[src/hw/rtl/cmpt_pkg.sv]
// ----------------------------------------------------------------------------
// cmpt_pkg
// shared types, widths and helpers for the colour matrix pixel transform
// ----------------------------------------------------------------------------
package cmpt_pkg;

  localparam int NUM_CH    = 4;
  localparam int CH_W      = 8;
  localparam int COEF_W    = 16;
  localparam int REG_W     = NUM_CH * COEF_W;
  localparam int PROD_W    = 24;
  localparam int PSUM_W    = 26;
  localparam int SUM_W     = 27;
  localparam int FRAC_BITS = 11;
  localparam int OFS_SHIFT = 5;
  localparam int CFG_IDX_W = 3;
  localparam int PIX_W     = NUM_CH * CH_W;

  typedef enum logic [CFG_IDX_W-1:0] {
    REG_RED_WTS   = 3'd0,
    REG_GREEN_WTS = 3'd1,
    REG_BLUE_WTS  = 3'd2,
    REG_ALPHA_WTS = 3'd3,
    REG_OFFSETS   = 3'd4
  } cfg_reg_t;

  localparam logic [REG_W-1:0] RED_WTS_RST   = 64'h0800_0000_0000_0000;
  localparam logic [REG_W-1:0] GREEN_WTS_RST = 64'h0000_0800_0000_0000;
  localparam logic [REG_W-1:0] BLUE_WTS_RST  = 64'h0000_0000_0800_0000;
  localparam logic [REG_W-1:0] ALPHA_WTS_RST = 64'h0000_0000_0000_0800;
  localparam logic [REG_W-1:0] OFFSETS_RST   = 64'h0;

  typedef logic [CH_W-1:0]          chan_t;
  typedef chan_t [NUM_CH-1:0]       pix_t;
  typedef logic [REG_W-1:0]         wreg_t;
  typedef wreg_t [NUM_CH-1:0]       wmat_t;
  typedef logic signed [COEF_W-1:0] coef_t;
  typedef logic signed [PROD_W-1:0] prod_t;
  typedef prod_t [NUM_CH-1:0]       prod_row_t;
  typedef prod_row_t [NUM_CH-1:0]   prod_mat_t;
  typedef logic signed [PSUM_W-1:0] psum_t;
  typedef psum_t [NUM_CH-1:0]       psum_row_t;

  typedef struct packed {
    logic valid;
    logic last;
  } stage_ctl_t;

  // output x field: red in the top 16 bits, alpha in the bottom
  function automatic coef_t coef_field(input wreg_t r, input int x);
    coef_field = coef_t'(r[(NUM_CH - 1 - x) * COEF_W +: COEF_W]);
  endfunction

endpackage

[src/hw/rtl/cmpt_sum.sv]
// ----------------------------------------------------------------------------
// cmpt_sum
// second stage: pairwise product sums, offset folded into the second pair
// ----------------------------------------------------------------------------
module cmpt_sum (
  input  logic                 clk,
  input  logic                 rst,
  input  cmpt_pkg::stage_ctl_t up_ctl,
  output logic                 up_ready,
  input  cmpt_pkg::prod_mat_t  prod,
  input  cmpt_pkg::wreg_t      offsets,
  output cmpt_pkg::stage_ctl_t ctl,
  input  logic                 dn_ready,
  output cmpt_pkg::psum_row_t  sum_a,
  output cmpt_pkg::psum_row_t  sum_b
);
  import cmpt_pkg::*;

  psum_row_t sum_a_next;
  psum_row_t sum_b_next;
  psum_t     ofs;

  assign up_ready = !ctl.valid || dn_ready;

  always_comb begin
    ofs = '0;
    for (int x = 0; x < NUM_CH; x++) begin
      ofs = PSUM_W'(coef_field(offsets, x)) <<< OFS_SHIFT;
      sum_a_next[x] = PSUM_W'($signed(prod[x][0])) + PSUM_W'($signed(prod[x][1]));
      sum_b_next[x] = PSUM_W'($signed(prod[x][2])) + PSUM_W'($signed(prod[x][3])) + ofs;
    end
  end

  always_ff @(posedge clk) begin
    if (rst) begin
      ctl.valid <= 1'b0;
    end else if (up_ready) begin
      ctl.valid <= up_ctl.valid;
    end
  end

  always_ff @(posedge clk) begin
    if (up_ready && up_ctl.valid) begin
      ctl.last <= up_ctl.last;
      sum_a    <= sum_a_next;
      sum_b    <= sum_b_next;
    end
  end

endmodule

[config.mk]
export PLATFORM = sky130hd
export DESIGN_NAME = cmpt_sum
export DESIGN_NICKNAME = d
export VERILOG_FILES = /design/src/hw/rtl/cmpt_pkg.sv /design/src/hw/rtl/cmpt_sum.sv
export SDC_FILE = /design/constraint.sdc
export NUM_CORES = 1
export LEC_CHECK = 0
export ABC_AREA = 1
export BUFFER_PORTS_ARGS = -buffer_cell sky130_fd_sc_hd__buf_2
export CAP_MARGIN = 20
export CORE_AREA = 5 5 257 259
export DETAILED_ROUTE_END_ITERATION = 7
export DIE_AREA = 0 0 262 264
export GPL_TIMING_DRIVEN = 1
export PLACE_DENSITY = 0.6
export RECOVER_POWER = 25
export SLEW_MARGIN = 20
export SYNTH_ARGS = -nofsm -noshare
export SYNTH_HDL_FRONTEND = slang
export SYNTH_SLANG_ARGS = --single-unit
export TNS_END_PERCENT = 30
[constraint.sdc]
create_clock -name clk -period 17.51 [get_ports clk]
set_clock_uncertainty 0.05 [all_clocks]
set_input_delay 3.502 -clock clk [delete_from_list [all_inputs] [get_ports clk]]
set_output_delay 3.502 -clock clk [all_outputs]
set_load 0.01 [all_outputs]
==> impl_metrics.env <==
export IMPL_ys_warn_count=0
export IMPL_fin_nets=4784
export IMPL_syn_to_final_growth_pct=24.5
export IMPL_h_tree_depth=1
export IMPL_drtIter0Drc=1318
export IMPL_leakage_nw=16.0
export IMPL_final_common_cell="nand2_1"
export IMPL_finalSetupTns_ps=0
export IMPL_ios=664
export IMPL_die_area_sq_um=69200
export IMPL_ctsResizeCount=0
export IMPL_worstPathRequired_ps=13960
export IMPL_crit_fanout=2
export IMPL_finalCritPeriodShare_pct=42.7
export IMPL_status="finished with violations"
export IMPL_final_cell_mix="nand2_1 (1406), inv_1 (698), buf_2 (646)"
export IMPL_drv_cap=1
export IMPL_drtPass1Iterations=5
export IMPL_routed_wl_microns=78900
export IMPL_hold_violations=0
export IMPL_hold_path_class="reg2reg"
export IMPL_clk_path_buf_depth=3
export IMPL_rows=93
export IMPL_vias=22200
export IMPL_start_util_pct=35.1
export IMPL_core_area_sq_um=63600
export IMPL_cts_root_buf="clkbuf_16"
export IMPL_syn_area_sq_um=22300
export IMPL_cts_sinks=206
export IMPL_p_total_mw=2.41
export IMPL_power_density_nw_per_um2=86.5
export IMPL_design_area_sq_um=27800
export IMPL_slew_headroom_pct=-147
export IMPL_synth_cell_type_count=19
export IMPL_cp_startpoint="dn_ready"
export IMPL_fin_util_pct=43.7
export IMPL_grt_first_pass_wirelength_microns=118000
export IMPL_drc=0
export IMPL_min_from="ctl[1]"
export IMPL_critPathLaunchType="input port"
export IMPL_path_clk_slew_ps=60
export IMPL_place_ws_ps=10040
export IMPL_antenna_found_initial=5
export IMPL_grt_setup_unrepaired="no"
export IMPL_fmax_mhz=134
export IMPL_grt_pass1_vias=21500
export IMPL_setup_violations=0
export IMPL_synthCells=3341
export IMPL_syn_area_per_cell_sq_um=6.69
export IMPL_drive_above_1_share_pct=17.7
export IMPL_end_kind="output pin"
export IMPL_fillCellCount=6771
export IMPL_syn_num_nets=4090
export IMPL_grt_max_degree=144
export IMPL_port_buffers=663
export IMPL_cts_hold_buf=0
export IMPL_cts_tree="done"
export IMPL_grt_use_total_pct=21.7
export IMPL_insertion_delay_ps=580
export IMPL_final_antenna_net_count=0
export IMPL_ys_seq_area_share_pct=27.6
export IMPL_fin_crit_ps=7470
export IMPL_multi_input_area_sq_um=13500
export IMPL_place_hpwl_microns=68000
export IMPL_path_class="in2out"
export IMPL_synth_seq_cells=206
export IMPL_die_width_microns=262
export IMPL_viasPerCell=4.51
export IMPL_worstPathArrival_ps=3920
export IMPL_wl_per_cell_microns=16.0
export IMPL_post_cts_buffers=0
export IMPL_seq_area_sq_um=6180
export IMPL_dpl_cell_area_sq_um=26700
export IMPL_tightest_slew_ps=3710
export IMPL_dieHeight_microns=264
export IMPL_ir_worst_vdd_mv=0.0787
export IMPL_slew_violations=63
export IMPL_worst_r2r_startpoint="ctl[1]"
export IMPL_overflow=0
export IMPL_cts_buffers=31
export IMPL_gp_congestion=0.937
export IMPL_layout_setup_ws_ps=10040
export IMPL_violations="capacitance limit, slew limit"
-- where the power goes --
| part | switching (mW) | total, mW | internal [mW] |
|---|---|---|---|
| Combinational | 0.666 | 1.03 | 0.362 |
| Clock | 0.258 | 0.685 | 0.426 |
| Sequential | 0.0260 | 0.693 | 0.667 |
| Total | 0.951 | 2.41 | 1.46 |
-- cell usage after synthesis --
cell type	count	area, sq um
edfxtp_1	205	6160
ha_1	212	2650
a21oi_1	105	526
nor2_1	232	871
inv_1	698	2620
and2_1	10	62.6
nand2_1	1406	5280
or2_2	1	6.26
nand3_1	166	831
buf_4	4	30.0
nand4_1	50	313
xor2_1	102	893
nor3_1	16	80.1
nand2_2	2	12.5
dfxtp_1	1	20.0
fa_1	84	1680
or2_1	9	56.3
nor2_2	22	138
nand3b_1	16	120
-- kinds of logic (layout without fill, tap and decap cells) --
logic type,count (synthesis),after routing,share of synthesized area [%]
and+or+nand+nor,1930,1930,34.8
buffers and inverters,702,1421,11.9
adders and majority gates,296,296,19.4
DFF,206,206,27.6
AOI/OAI and AO/OA,105,105,2.35
xor gates and xnor gates,102,102,4.00
other,0,4,0
-- path summary, 6_finish.rpt --
path	end	depth (start not counted)	slack, ps
worst max-delay path	up_ready	4	10040
worst min-delay path	ctl[1]	2	510
worst max register to register	sum_a[24]	3	13140
worst min register to register	ctl[1]	2	510
-- routing by layer --
metal	vias to the layer above	part of all wire (%)	GRT usage, %
met5	-	0.0089	0
li1	11600	-	-
met2	627	48	38.0
met3	108	6.8	3.81
met4	2	3.2	6.64
met1	9794	42	27.1
-- critical path: stages --
cell     delay (ps)
buf_2            90
inv_1            90
nand2_1          80
buf_2           150
-- sequential cells by signal, indices dropped and copies added, names as in the netlist --
register	cells
sum_b	104
ctl	2
sum_a	100
-- metrics by stage --
step,std cells,hold WS [ps]
after CTS,4915,526
after floorplan,3341,527
final,4919,514
after detailed placement,4857,521
after global placement,4857,521
after global routing,4919,556
-- layout make-up --
class / instances / share of cell area [%]
clock buffers: 35 / 2.84
clock inverters: 23 / 1.10
flip-flops and latches: 206 / 22.2
repair buffers: 665 / 11.9
inverters: 698 / 9.42
multi-input cells: 2433 / 48.6
well taps: 855 / 3.85
diodes: 4 / 0.0360
Note: power is estimated with default switching activity, not from simulation.
