<file path="config.mk">
export PLATFORM = sky130hd
export DESIGN_NAME = cmpt_sat
export DESIGN_NICKNAME = d
export VERILOG_FILES = /design/src/hw/rtl/cmpt_pkg.sv /design/src/hw/rtl/cmpt_sat.sv
export SDC_FILE = /design/constraint.sdc
export NUM_CORES = 1
export LEC_CHECK = 0
export ABC_AREA = 1
export BUFFER_PORTS_ARGS = -buffer_cell sky130_fd_sc_hd__buf_2
export CORE_ASPECT_RATIO = 0.75
export CORE_MARGIN = 2
export CORE_UTILIZATION = 50
export CTS_BUF_LIST = sky130_fd_sc_hd__clkbuf_4
export DETAILED_ROUTE_END_ITERATION = 10
export PLACE_DENSITY = 0.79
export SETUP_SLACK_MARGIN = 0.3
export SYNTH_ARGS = -nofsm -noshare
export SYNTH_HDL_FRONTEND = slang
export SYNTH_SLANG_ARGS = --single-unit
export TNS_END_PERCENT = 10
</file>
<file path="constraint.sdc">
create_clock -name clk -period 2.4 [get_ports clk]
set_input_delay 0.48 -clock clk [delete_from_list [all_inputs] [get_ports clk]]
set_output_delay 0.48 -clock clk [all_outputs]
set_load 0.02 [all_outputs]
</file>
<file path="src/hw/rtl/cmpt_pkg.sv">
// ----------------------------------------------------------------------------
// cmpt_pkg
// shared types, widths and helpers for the colour matrix pixel transform
// ----------------------------------------------------------------------------
package cmpt_pkg;

  localparam int NUM_CH    = 4;
  localparam int CH_W      = 8;
  localparam int COEF_W    = 16;
  localparam int REG_W     = NUM_CH * COEF_W;
  localparam int PROD_W    = 24;
  localparam int PSUM_W    = 26;
  localparam int SUM_W     = 27;
  localparam int FRAC_BITS = 11;
  localparam int OFS_SHIFT = 5;
  localparam int CFG_IDX_W = 3;
  localparam int PIX_W     = NUM_CH * CH_W;

  typedef enum logic [CFG_IDX_W-1:0] {
    REG_RED_WTS   = 3'd0,
    REG_GREEN_WTS = 3'd1,
    REG_BLUE_WTS  = 3'd2,
    REG_ALPHA_WTS = 3'd3,
    REG_OFFSETS   = 3'd4
  } cfg_reg_t;

  localparam logic [REG_W-1:0] RED_WTS_RST   = 64'h0800_0000_0000_0000;
  localparam logic [REG_W-1:0] GREEN_WTS_RST = 64'h0000_0800_0000_0000;
  localparam logic [REG_W-1:0] BLUE_WTS_RST  = 64'h0000_0000_0800_0000;
  localparam logic [REG_W-1:0] ALPHA_WTS_RST = 64'h0000_0000_0000_0800;
  localparam logic [REG_W-1:0] OFFSETS_RST   = 64'h0;

  typedef logic [CH_W-1:0]          chan_t;
  typedef chan_t [NUM_CH-1:0]       pix_t;
  typedef logic [REG_W-1:0]         wreg_t;
  typedef wreg_t [NUM_CH-1:0]       wmat_t;
  typedef logic signed [COEF_W-1:0] coef_t;
  typedef logic signed [PROD_W-1:0] prod_t;
  typedef prod_t [NUM_CH-1:0]       prod_row_t;
  typedef prod_row_t [NUM_CH-1:0]   prod_mat_t;
  typedef logic signed [PSUM_W-1:0] psum_t;
  typedef psum_t [NUM_CH-1:0]       psum_row_t;

  typedef struct packed {
    logic valid;
    logic last;
  } stage_ctl_t;

  // output x field: red in the top 16 bits, alpha in the bottom
  function automatic coef_t coef_field(input wreg_t r, input int x);
    coef_field = coef_t'(r[(NUM_CH - 1 - x) * COEF_W +: COEF_W]);
  endfunction

endpackage

</file>
<file path="src/hw/rtl/cmpt_sat.sv">
// ----------------------------------------------------------------------------
// cmpt_sat
// third stage: final add, floor to integer and saturate to 0..255
// ----------------------------------------------------------------------------
module cmpt_sat (
  input  logic                 clk,
  input  logic                 rst,
  input  cmpt_pkg::stage_ctl_t up_ctl,
  output logic                 up_ready,
  input  cmpt_pkg::psum_row_t  sum_a,
  input  cmpt_pkg::psum_row_t  sum_b,
  output cmpt_pkg::stage_ctl_t ctl,
  input  logic                 dn_ready,
  output cmpt_pkg::pix_t       pix
);
  import cmpt_pkg::*;

  logic signed [SUM_W-1:0] total [NUM_CH];
  pix_t                    pix_next;

  assign up_ready = !ctl.valid || dn_ready;

  always_comb begin
    for (int x = 0; x < NUM_CH; x++) begin
      total[x] = SUM_W'(sum_a[x]) + SUM_W'(sum_b[x]);
      if (total[x][SUM_W-1]) begin
        pix_next[x] = '0;
      end else if (|total[x][SUM_W-2:FRAC_BITS+CH_W]) begin
        pix_next[x] = '1;
      end else begin
        pix_next[x] = total[x][FRAC_BITS +: CH_W];
      end
    end
  end

  always_ff @(posedge clk) begin
    if (rst) begin
      ctl.valid <= 1'b0;
    end else if (up_ready) begin
      ctl.valid <= up_ctl.valid;
    end
  end

  always_ff @(posedge clk) begin
    if (up_ready && up_ctl.valid) begin
      ctl.last <= up_ctl.last;
      pix      <= pix_next;
    end
  end

endmodule

</file>
==> flow_metrics.py, run 1 <==
metrics = {
    "yosys": {
        "synth.largest_area_cell": "nand2_1",
        "synth_area_per_cell_um2": 5.394,
        "yosysSeqAreaShare": 0.1198,
        "synth-async-reset-ratio": 0,
        "synth_ff_type": "edfxtp_1",
        "synth.distinct_cells": 32,
        "synth_edf_count": 33,
        "syn_area_mm2": 0.008437,
        "ys_ff_latch": 34,
        "synth_top_area_frac": 0.2905,
        "syn_nets": 1877,
        "syn-instance-count": 1564,
        "yosysWarnings": 0,
        "synth_area_leaders": "nand2_1 29%, inv_1 15%, ha_1 15%",
    },
    "clock_network": {
        "cts.sinks": 34,
        "numCtsBuffers": 5,
        "cts.path.max_buffers": 2,
        "clkTransAtPathRegs_ns": 0.11,
        "cts_tree": "built",
        "clk_latency_ns": 0.33,
        "htree_levels": 2,
        "root_buffer": "clkbuf_4",
    },
    "sta": {
        "relSlewSlack": 0.7045,
        "skew_ns": 0.007650,
        "hold_viol_final": 0,
        "tightest_slew_ns": 0.4433,
        "fmax_mhz": 446.9,
        "rsz0062_at_grt": "yes",
        "finalCritPeriodShare": 0.9323,
        "period_needed_ns": 2.238,
        "drv_slew": 0,
        "setup_viol": 0,
    },
    "critical_path": {
        "worstPathRequired_ns": 2.50,
        "critical_path_class": "in -> reg",
        "cp_max_fo": 8,
        "r2r-end": "pix[28]",
        "start_kind": "primary input",
        "critPathTopFamily": "simple AND/OR/NAND/NOR gates",
        "cpPeakStageDelay_ns": 0.27,
        "path_cells": "buf_2, ha_4, a21oi_1, nand2_1, a21oi_1, nand4_1, nand2_1, nand2_2, nor2_4, nand3_2, nand2_1, inv_1",
        "cpMaxStageDelayCell": "ha_4",
        "r2r_slack_ns": 1.14,
        "cp.arrival_ns": 2.34,
        "crit_top_cell": "nand2_1",
        "crit_buf_inv": 2,
        "reg2reg_depth": 2,
        "crit_path_end_kind": "register",
        "r2r-start": "ctl[1]",
    },
    "global_routing": {
        "antenna_found_initial": 0,
        "grt_max_degree": 34,
        "grt_pass1_vias": 9530,
        "track_usage": 0.2876,
        "grt_remaining_overflow": 0,
        "grt_pass1_wl_um": 42830,
    },
    "cells_and_area": {
        "antenna_cells": 0,
        "syn2layout_area_growth_pct": 57.56,
        "layout_commonest_cell": "nand2_1",
        "fin_util": 0.7973,
        "final_cell_mix": "511 x nand2_1, 326 x inv_1, 235 x buf_2",
        "drive_above_1_share": 0.4140,
        "num-nets-final": 2247,
    },
    "route": {
        "vias_per_cell": 5.419,
        "first_pass_iters": 5,
        "remaining_drc_errors": 0,
        "routed_wl_um": 33830,
        "routedWlPerCell_um": 15.73,
        "vias": 11650,
        "antenna_left": 0,
        "drt-initial-drc-count": 1035,
    },
    "floorplan": {
        "ios": 248,
        "die_h_um": 116.5,
        "rows": 41,
        "start_util": 0.5060,
        "dieWidth_um": 154.0,
        "core_mm2": 0.01667,
        "die-area_mm2": 0.01794,
    },
    "hold_path": {
        "hold_end": "ctl[1]",
        "min_path_cells": 2,
        "hold_start": "rst",
        "hold_path.class": "in -> reg",
    },
    "flow_run": {
        "maxCapViolCount": 0,
    },
    "power_and_ir_drop": {
        "vdd_drop_max_uv": 226.6,
        "report.power.total_uw": 4640,
        "p_leak_uw": 0.007179,
        "p_per_area_mw_per_mm2": 349.0,
    },
    "run_status": {
        "status": "completed",
    },
    "place": {
        "portBuffers": 247,
        "gp_congestion": 0.9812,
        "dp_hpwl_um": 22680,
    },
}
[cell usage after synthesis, types with 6 or more instances]
cell / number
nand2_1: 653
inv_1: 342
ha_1: 100
nor2_1: 97
a21oi_1: 82
nand3_1: 82
edfxtp_1: 33
nand4_1: 28
nand2_2: 21
nor2_2: 20
xor2_1: 19
a31oi_1: 14
xnor2_1: 13
o21bai_1: 12
o21ai_0: 10
nor2_4: 8
nor3_1: 6
[per-stage QoR]
step	setup TNS [ns]	cell area, µm²	hold WS (ns)	worst slack, ns	std cells
floorplan	0	8441	0.5491	0.2416	1564
CTS	0	11200	0.2858	0.2951	2128
finish	0	13290	0.3006	0.1625	2150
global route	0	13290	0.2751	0.1032	2150
detailed placement	-4.147	10650	0.5473	-0.1857	2119
global placement	-2.659	10650	0.5135	-0.1085	2119
[kinds of logic (layout without fill, tap and decap cells)]
kind of cell / count (synthesis) / in the layout / share of synthesized area
and+or+nand+nor: 932 / 932 / 0.4655
buffers and inverters: 343 / 714 / 0.1526
AOI/OAI and AO/OA: 123 / 123 / 0.08053
adders and majority gates: 100 / 100 / 0.1483
DFF: 34 / 34 / 0.1198
xor gates and xnor gates: 32 / 32 / 0.03322
[worst max-delay path by stage]
stage                    from       to  slack [ns]  depth (start not counted)
finish              sum_a[44]  pix[12]        0.16                         12
global route        sum_a[63]  pix[23]        0.10                         17
CTS                 sum_a[39]  pix[13]        0.30                         15
detailed placement  sum_a[67]  pix[19]       -0.19                         15
global placement    sum_a[68]  pix[18]       -0.11                         15
floorplan           sum_a[14]   pix[0]        0.24                         13
[power by group]
| part | total (µW) | internal [µW] | leakage [µW] | switching (µW) |
|---|---|---|---|---|
| clock | 535 | 326 | 0.0000554 | 209 |
| combinational | 3340 | 1370 | 0.00680 | 1970 |
| sequential | 767 | 744 | 0.000323 | 22.5 |
[final cells by class]
class	count	area, µm²
Tap cell	215	269.0
Inverter	343	1290
Sequential cell	34	1011
Fill cell	1169	3379
Clock inverter	3	68.82
Clock buffer	5	37.54
Multi-Input combinational cell	1187	8411
Timing Repair Buffer	363	2206
[flip-flops by register name (all words and copies together), names as in the netlist]
register,count
pix,32
ctl,2
[layer usage]
metal  up-vias  track usage  wire length [µm]
li1       5567            -                 -
met1      5278       0.3951             13160
met2       682       0.4930             16490
met3       124      0.03451              3051
met4         0      0.05732              1134
met5         -            0                 0
[timing repair]
item / 4_1_cts / 5_1_grt
setup buffers: 1 / 22
resized for setup: 77 / 413
hold buffers: 0 / 0
setup endpoints to repair: 32 / 32
pin swaps: 10 / 142
endpoints found under the hold margin: 0 / 0
Power figures use the tool's default switching activity.
==> inputs of run 2 (changes only) <==
--- a/config.mk
+++ b/config.mk
@@ -5,11 +5,10 @@
 export SDC_FILE = /design/constraint.sdc
 export NUM_CORES = 1
 export LEC_CHECK = 0
-export ABC_AREA = 1
 export BUFFER_PORTS_ARGS = -buffer_cell sky130_fd_sc_hd__buf_2
 export CORE_ASPECT_RATIO = 0.75
 export CORE_MARGIN = 2
-export CORE_UTILIZATION = 50
+export CORE_UTILIZATION = 45
 export CTS_BUF_LIST = sky130_fd_sc_hd__clkbuf_4
 export DETAILED_ROUTE_END_ITERATION = 10
 export PLACE_DENSITY = 0.79
==> run 2 against run 1 <==
The run now ends with setup timing left; final area down 36%; sequential cell count unchanged; synthesized cell count down 60%; fmax down 19%; total power down 29%; core utilization down 6.2 points; synthesized area down 36%; critical path depth down 1; worst hold slack worse by 0.041 ns.
==> flow_metrics.py, run 2 <==
metrics = {
    "run_status": {
        "status": "finished, violations left",
        "violations": "setup timing",
    },
    "clock_network": {
        "cts.path.max_buffers": 2,
        "cts_tree": "built",
        "numCtsBuffers": 5,
        "clk_latency_ns": 0.35,
        "cts.sinks": 34,
        "htree_levels": 2,
        "root_buffer": "clkbuf_4",
        "clkTransAtPathRegs_ns": 0.12,
    },
    "flow_run": {
        "maxCapViolCount": 0,
    },
    "hold_path": {
        "hold_path.class": "in -> reg",
    },
    "floorplan": {
        "start_util": 0.4616,
        "dieWidth_um": 130.0,
        "ios": 248,
        "rows": 34,
        "core_mm2": 0.01161,
        "die_h_um": 98.53,
        "die-area_mm2": 0.01281,
    },
    "place": {
        "gp_congestion": 0.9054,
        "dp_hpwl_um": 15040,
        "place_inst": 1187,
        "post-place-ws_ns": -0.7433,
        "portBuffers": 247,
    },
    "sta": {
        "relSlewSlack": 0.5520,
        "tightest_slew_ns": 0.6675,
        "worst_slack_ns": -0.3489,
        "period_needed_ns": 2.749,
        "hold_viol_final": 0,
        "skew_ns": 0.01332,
        "setup_viol": 32,
        "drv_slew": 0,
        "fmax_mhz": 363.8,
        "finalCritPeriodShare": 1.145,
        "hold_ws_ns": 0.2599,
        "rsz0062_at_grt": "yes",
    },
    "power_and_ir_drop": {
        "p_switching_uw": 1234,
        "p_clk_frac": 0.163,
        "comb_power_share": 0.608,
        "seq_power_share": 0.229,
        "vdd_drop_max_uv": 200.5,
        "report.power.total_uw": 3274,
        "p_per_area_mw_per_mm2": 383.2,
        "switching_share": 0.3768,
        "power.internal_uw": 2040,
        "p_leak_uw": 0.004176,
    },
    "route": {
        "routedWlPerCell_um": 15.21,
        "antenna_left": 0,
        "routed_wl_um": 18260,
        "first_pass_iters": 4,
        "drt-initial-drc-count": 355,
        "vias": 6650,
        "vias_per_cell": 5.542,
        "remaining_drc_errors": 0,
    },
    "global_routing": {
        "track_usage": 0.2734,
        "grt_pass1_vias": 6643,
        "antenna_found_initial": 0,
        "grt_pass1_wl_um": 29060,
        "grt_max_degree": 26,
        "grt_remaining_overflow": 0,
    },
    "cells_and_area": {
        "largest_registers": "pix (32), ctl (2)",
        "stdcell_count": 1200,
        "antenna_cells": 0,
        "top_register": "pix",
        "fin_util": 0.7357,
        "layout_commonest_cell": "buf_2",
        "num-nets-final": 1350,
        "final_cell_mix": "242 x buf_2, 157 x buf_4, 82 x ha_1",
        "syn2layout_area_growth_pct": 59.37,
        "drive_above_1_share": 0.4721,
        "largest_reg_flops": 32,
    },
    "yosys": {
        "synth_common_cells": "100 x ha_1, 54 x a21oi_1, 43 x nor2_1",
        "synth_ff_type": "edfxtp_1",
        "synth-async-reset-ratio": 0,
        "synth.distinct_cells": 68,
        "syn_area_mm2": 0.005361,
        "ys_ff_latch": 34,
        "synth_area_per_cell_um2": 8.537,
        "synth_top_area_frac": 0.2334,
        "yosysSeqAreaShare": 0.1886,
        "synth_edf_count": 33,
        "syn-instance-count": 628,
        "yosysWarnings": 0,
        "syn_nets": 941,
        "synth_area_leaders": "ha_1 23%, edfxtp_1 18%, a21oi_1 5.0%",
        "synth.largest_area_cell": "ha_1",
        "synth_most_common_cell": "ha_1",
    },
    "critical_path": {
        "critical_path_class": "in -> reg",
        "crit_path_end_kind": "register",
        "cp.arrival_ns": 2.82,
        "cp_max_fo": 6,
        "worstPathRequired_ns": 2.47,
        "start_kind": "primary input",
    },
}
run 2: cell count changes after synthesis, moves of 11 or more:
cell / previous run / this run
a21oi_1: 82 / 54
inv_1: 342 / 21
nor2_2: 20 / 0
nand3_1: 82 / 19
nand2_2: 21 / 0
nand4_1: 28 / 16
a31oi_1: 14 / 35
and3_1: 0 / 11
nand2_1: 653 / 39
o21ai_0: 10 / 35
a21o_1: 0 / 29
nor2_1: 97 / 43
run 2: what timing repair did:
item	in CTS	in global routing
buffers inserted	4	1
endpoints found under the setup margin	32	32
hold buffers	0	0
pin swaps	16	8
gates resized for setup	36	23
run 2: power groups by stage:
stage / logic [µW] / registers (µW) / clock network [µW]
2_1_floorplan: 975 / 829 / 0
3_3_place_gp: 1810 / 763 / 0
3_5_place_dp: 1850 / 763 / 0
4_1_cts: 1920 / 749 / 541
5_1_grt: 2180 / 755 / 564
6_report: 1990 / 749 / 534
run 2: layout make-up:
type	instances	area (µm²)
clock buffer	5	37.54
timing repair buffer	408	2500
inverter	21	78.83
sequential	34	1011
clock inverter	3	68.82
tap	162	202.7
fill	879	3069
multi-input combinational	567	4646
run 2: cell families after synthesis:
family / after synthesis / share of synthesized area
AO/OA/AOI/OAI: 244 / 0.3167
XOR/XNOR: 38 / 0.06208
adder cells (fa/ha/maj): 100 / 0.2334
buffers and inverters: 27 / 0.01890
flip-flops: 34 / 0.1886
multiplexers: 5 / 0.009335
AND/OR/NAND/NOR: 180 / 0.1711
run 2: critical path: stages:
cell and delay [ns]:
buf_6 0.10, ha_4 0.23, a211oi_2 0.22, o21ai_2 0.10, a221o_1 0.30, o21a_1 0.23
or3_1 0.36, a211o_1 0.30, a211oi_4 0.28, buf_6 0.16, a31oi_1 0.08
run 2: final timing paths:
kind	from	end	slack [ns]	cells past startpoint
hold reg to reg	ctl[1]	ctl[1]	0.52	2
setup reg to reg	ctl[1]	pix[24]	1.00	3
setup / recovery	sum_a[59]	pix[21]	-0.35	11
hold / removal	rst	ctl[1]	0.26	2
run 2: metrics by stage:
step / setup TNS, ns / area [µm²]
floorplan: -12.77 / 5470
global placement: -18.50 / 8070
detailed placement: -20.50 / 8070
CTS: -3.849 / 8406
global route: -9.242 / 8544
finish: -5.164 / 8544
run 2: routing by layer:
layer | wire length (µm) | track usage | vias to the layer above
met4 | 575 | 0.09429 | 0
met2 | 8957 | 0.5010 | 252
met1 | 7670 | 0.3292 | 3033
li1 | - | - | 3319
met3 | 1052 | 0.03203 | 46
met5 | 0 | 0 | -
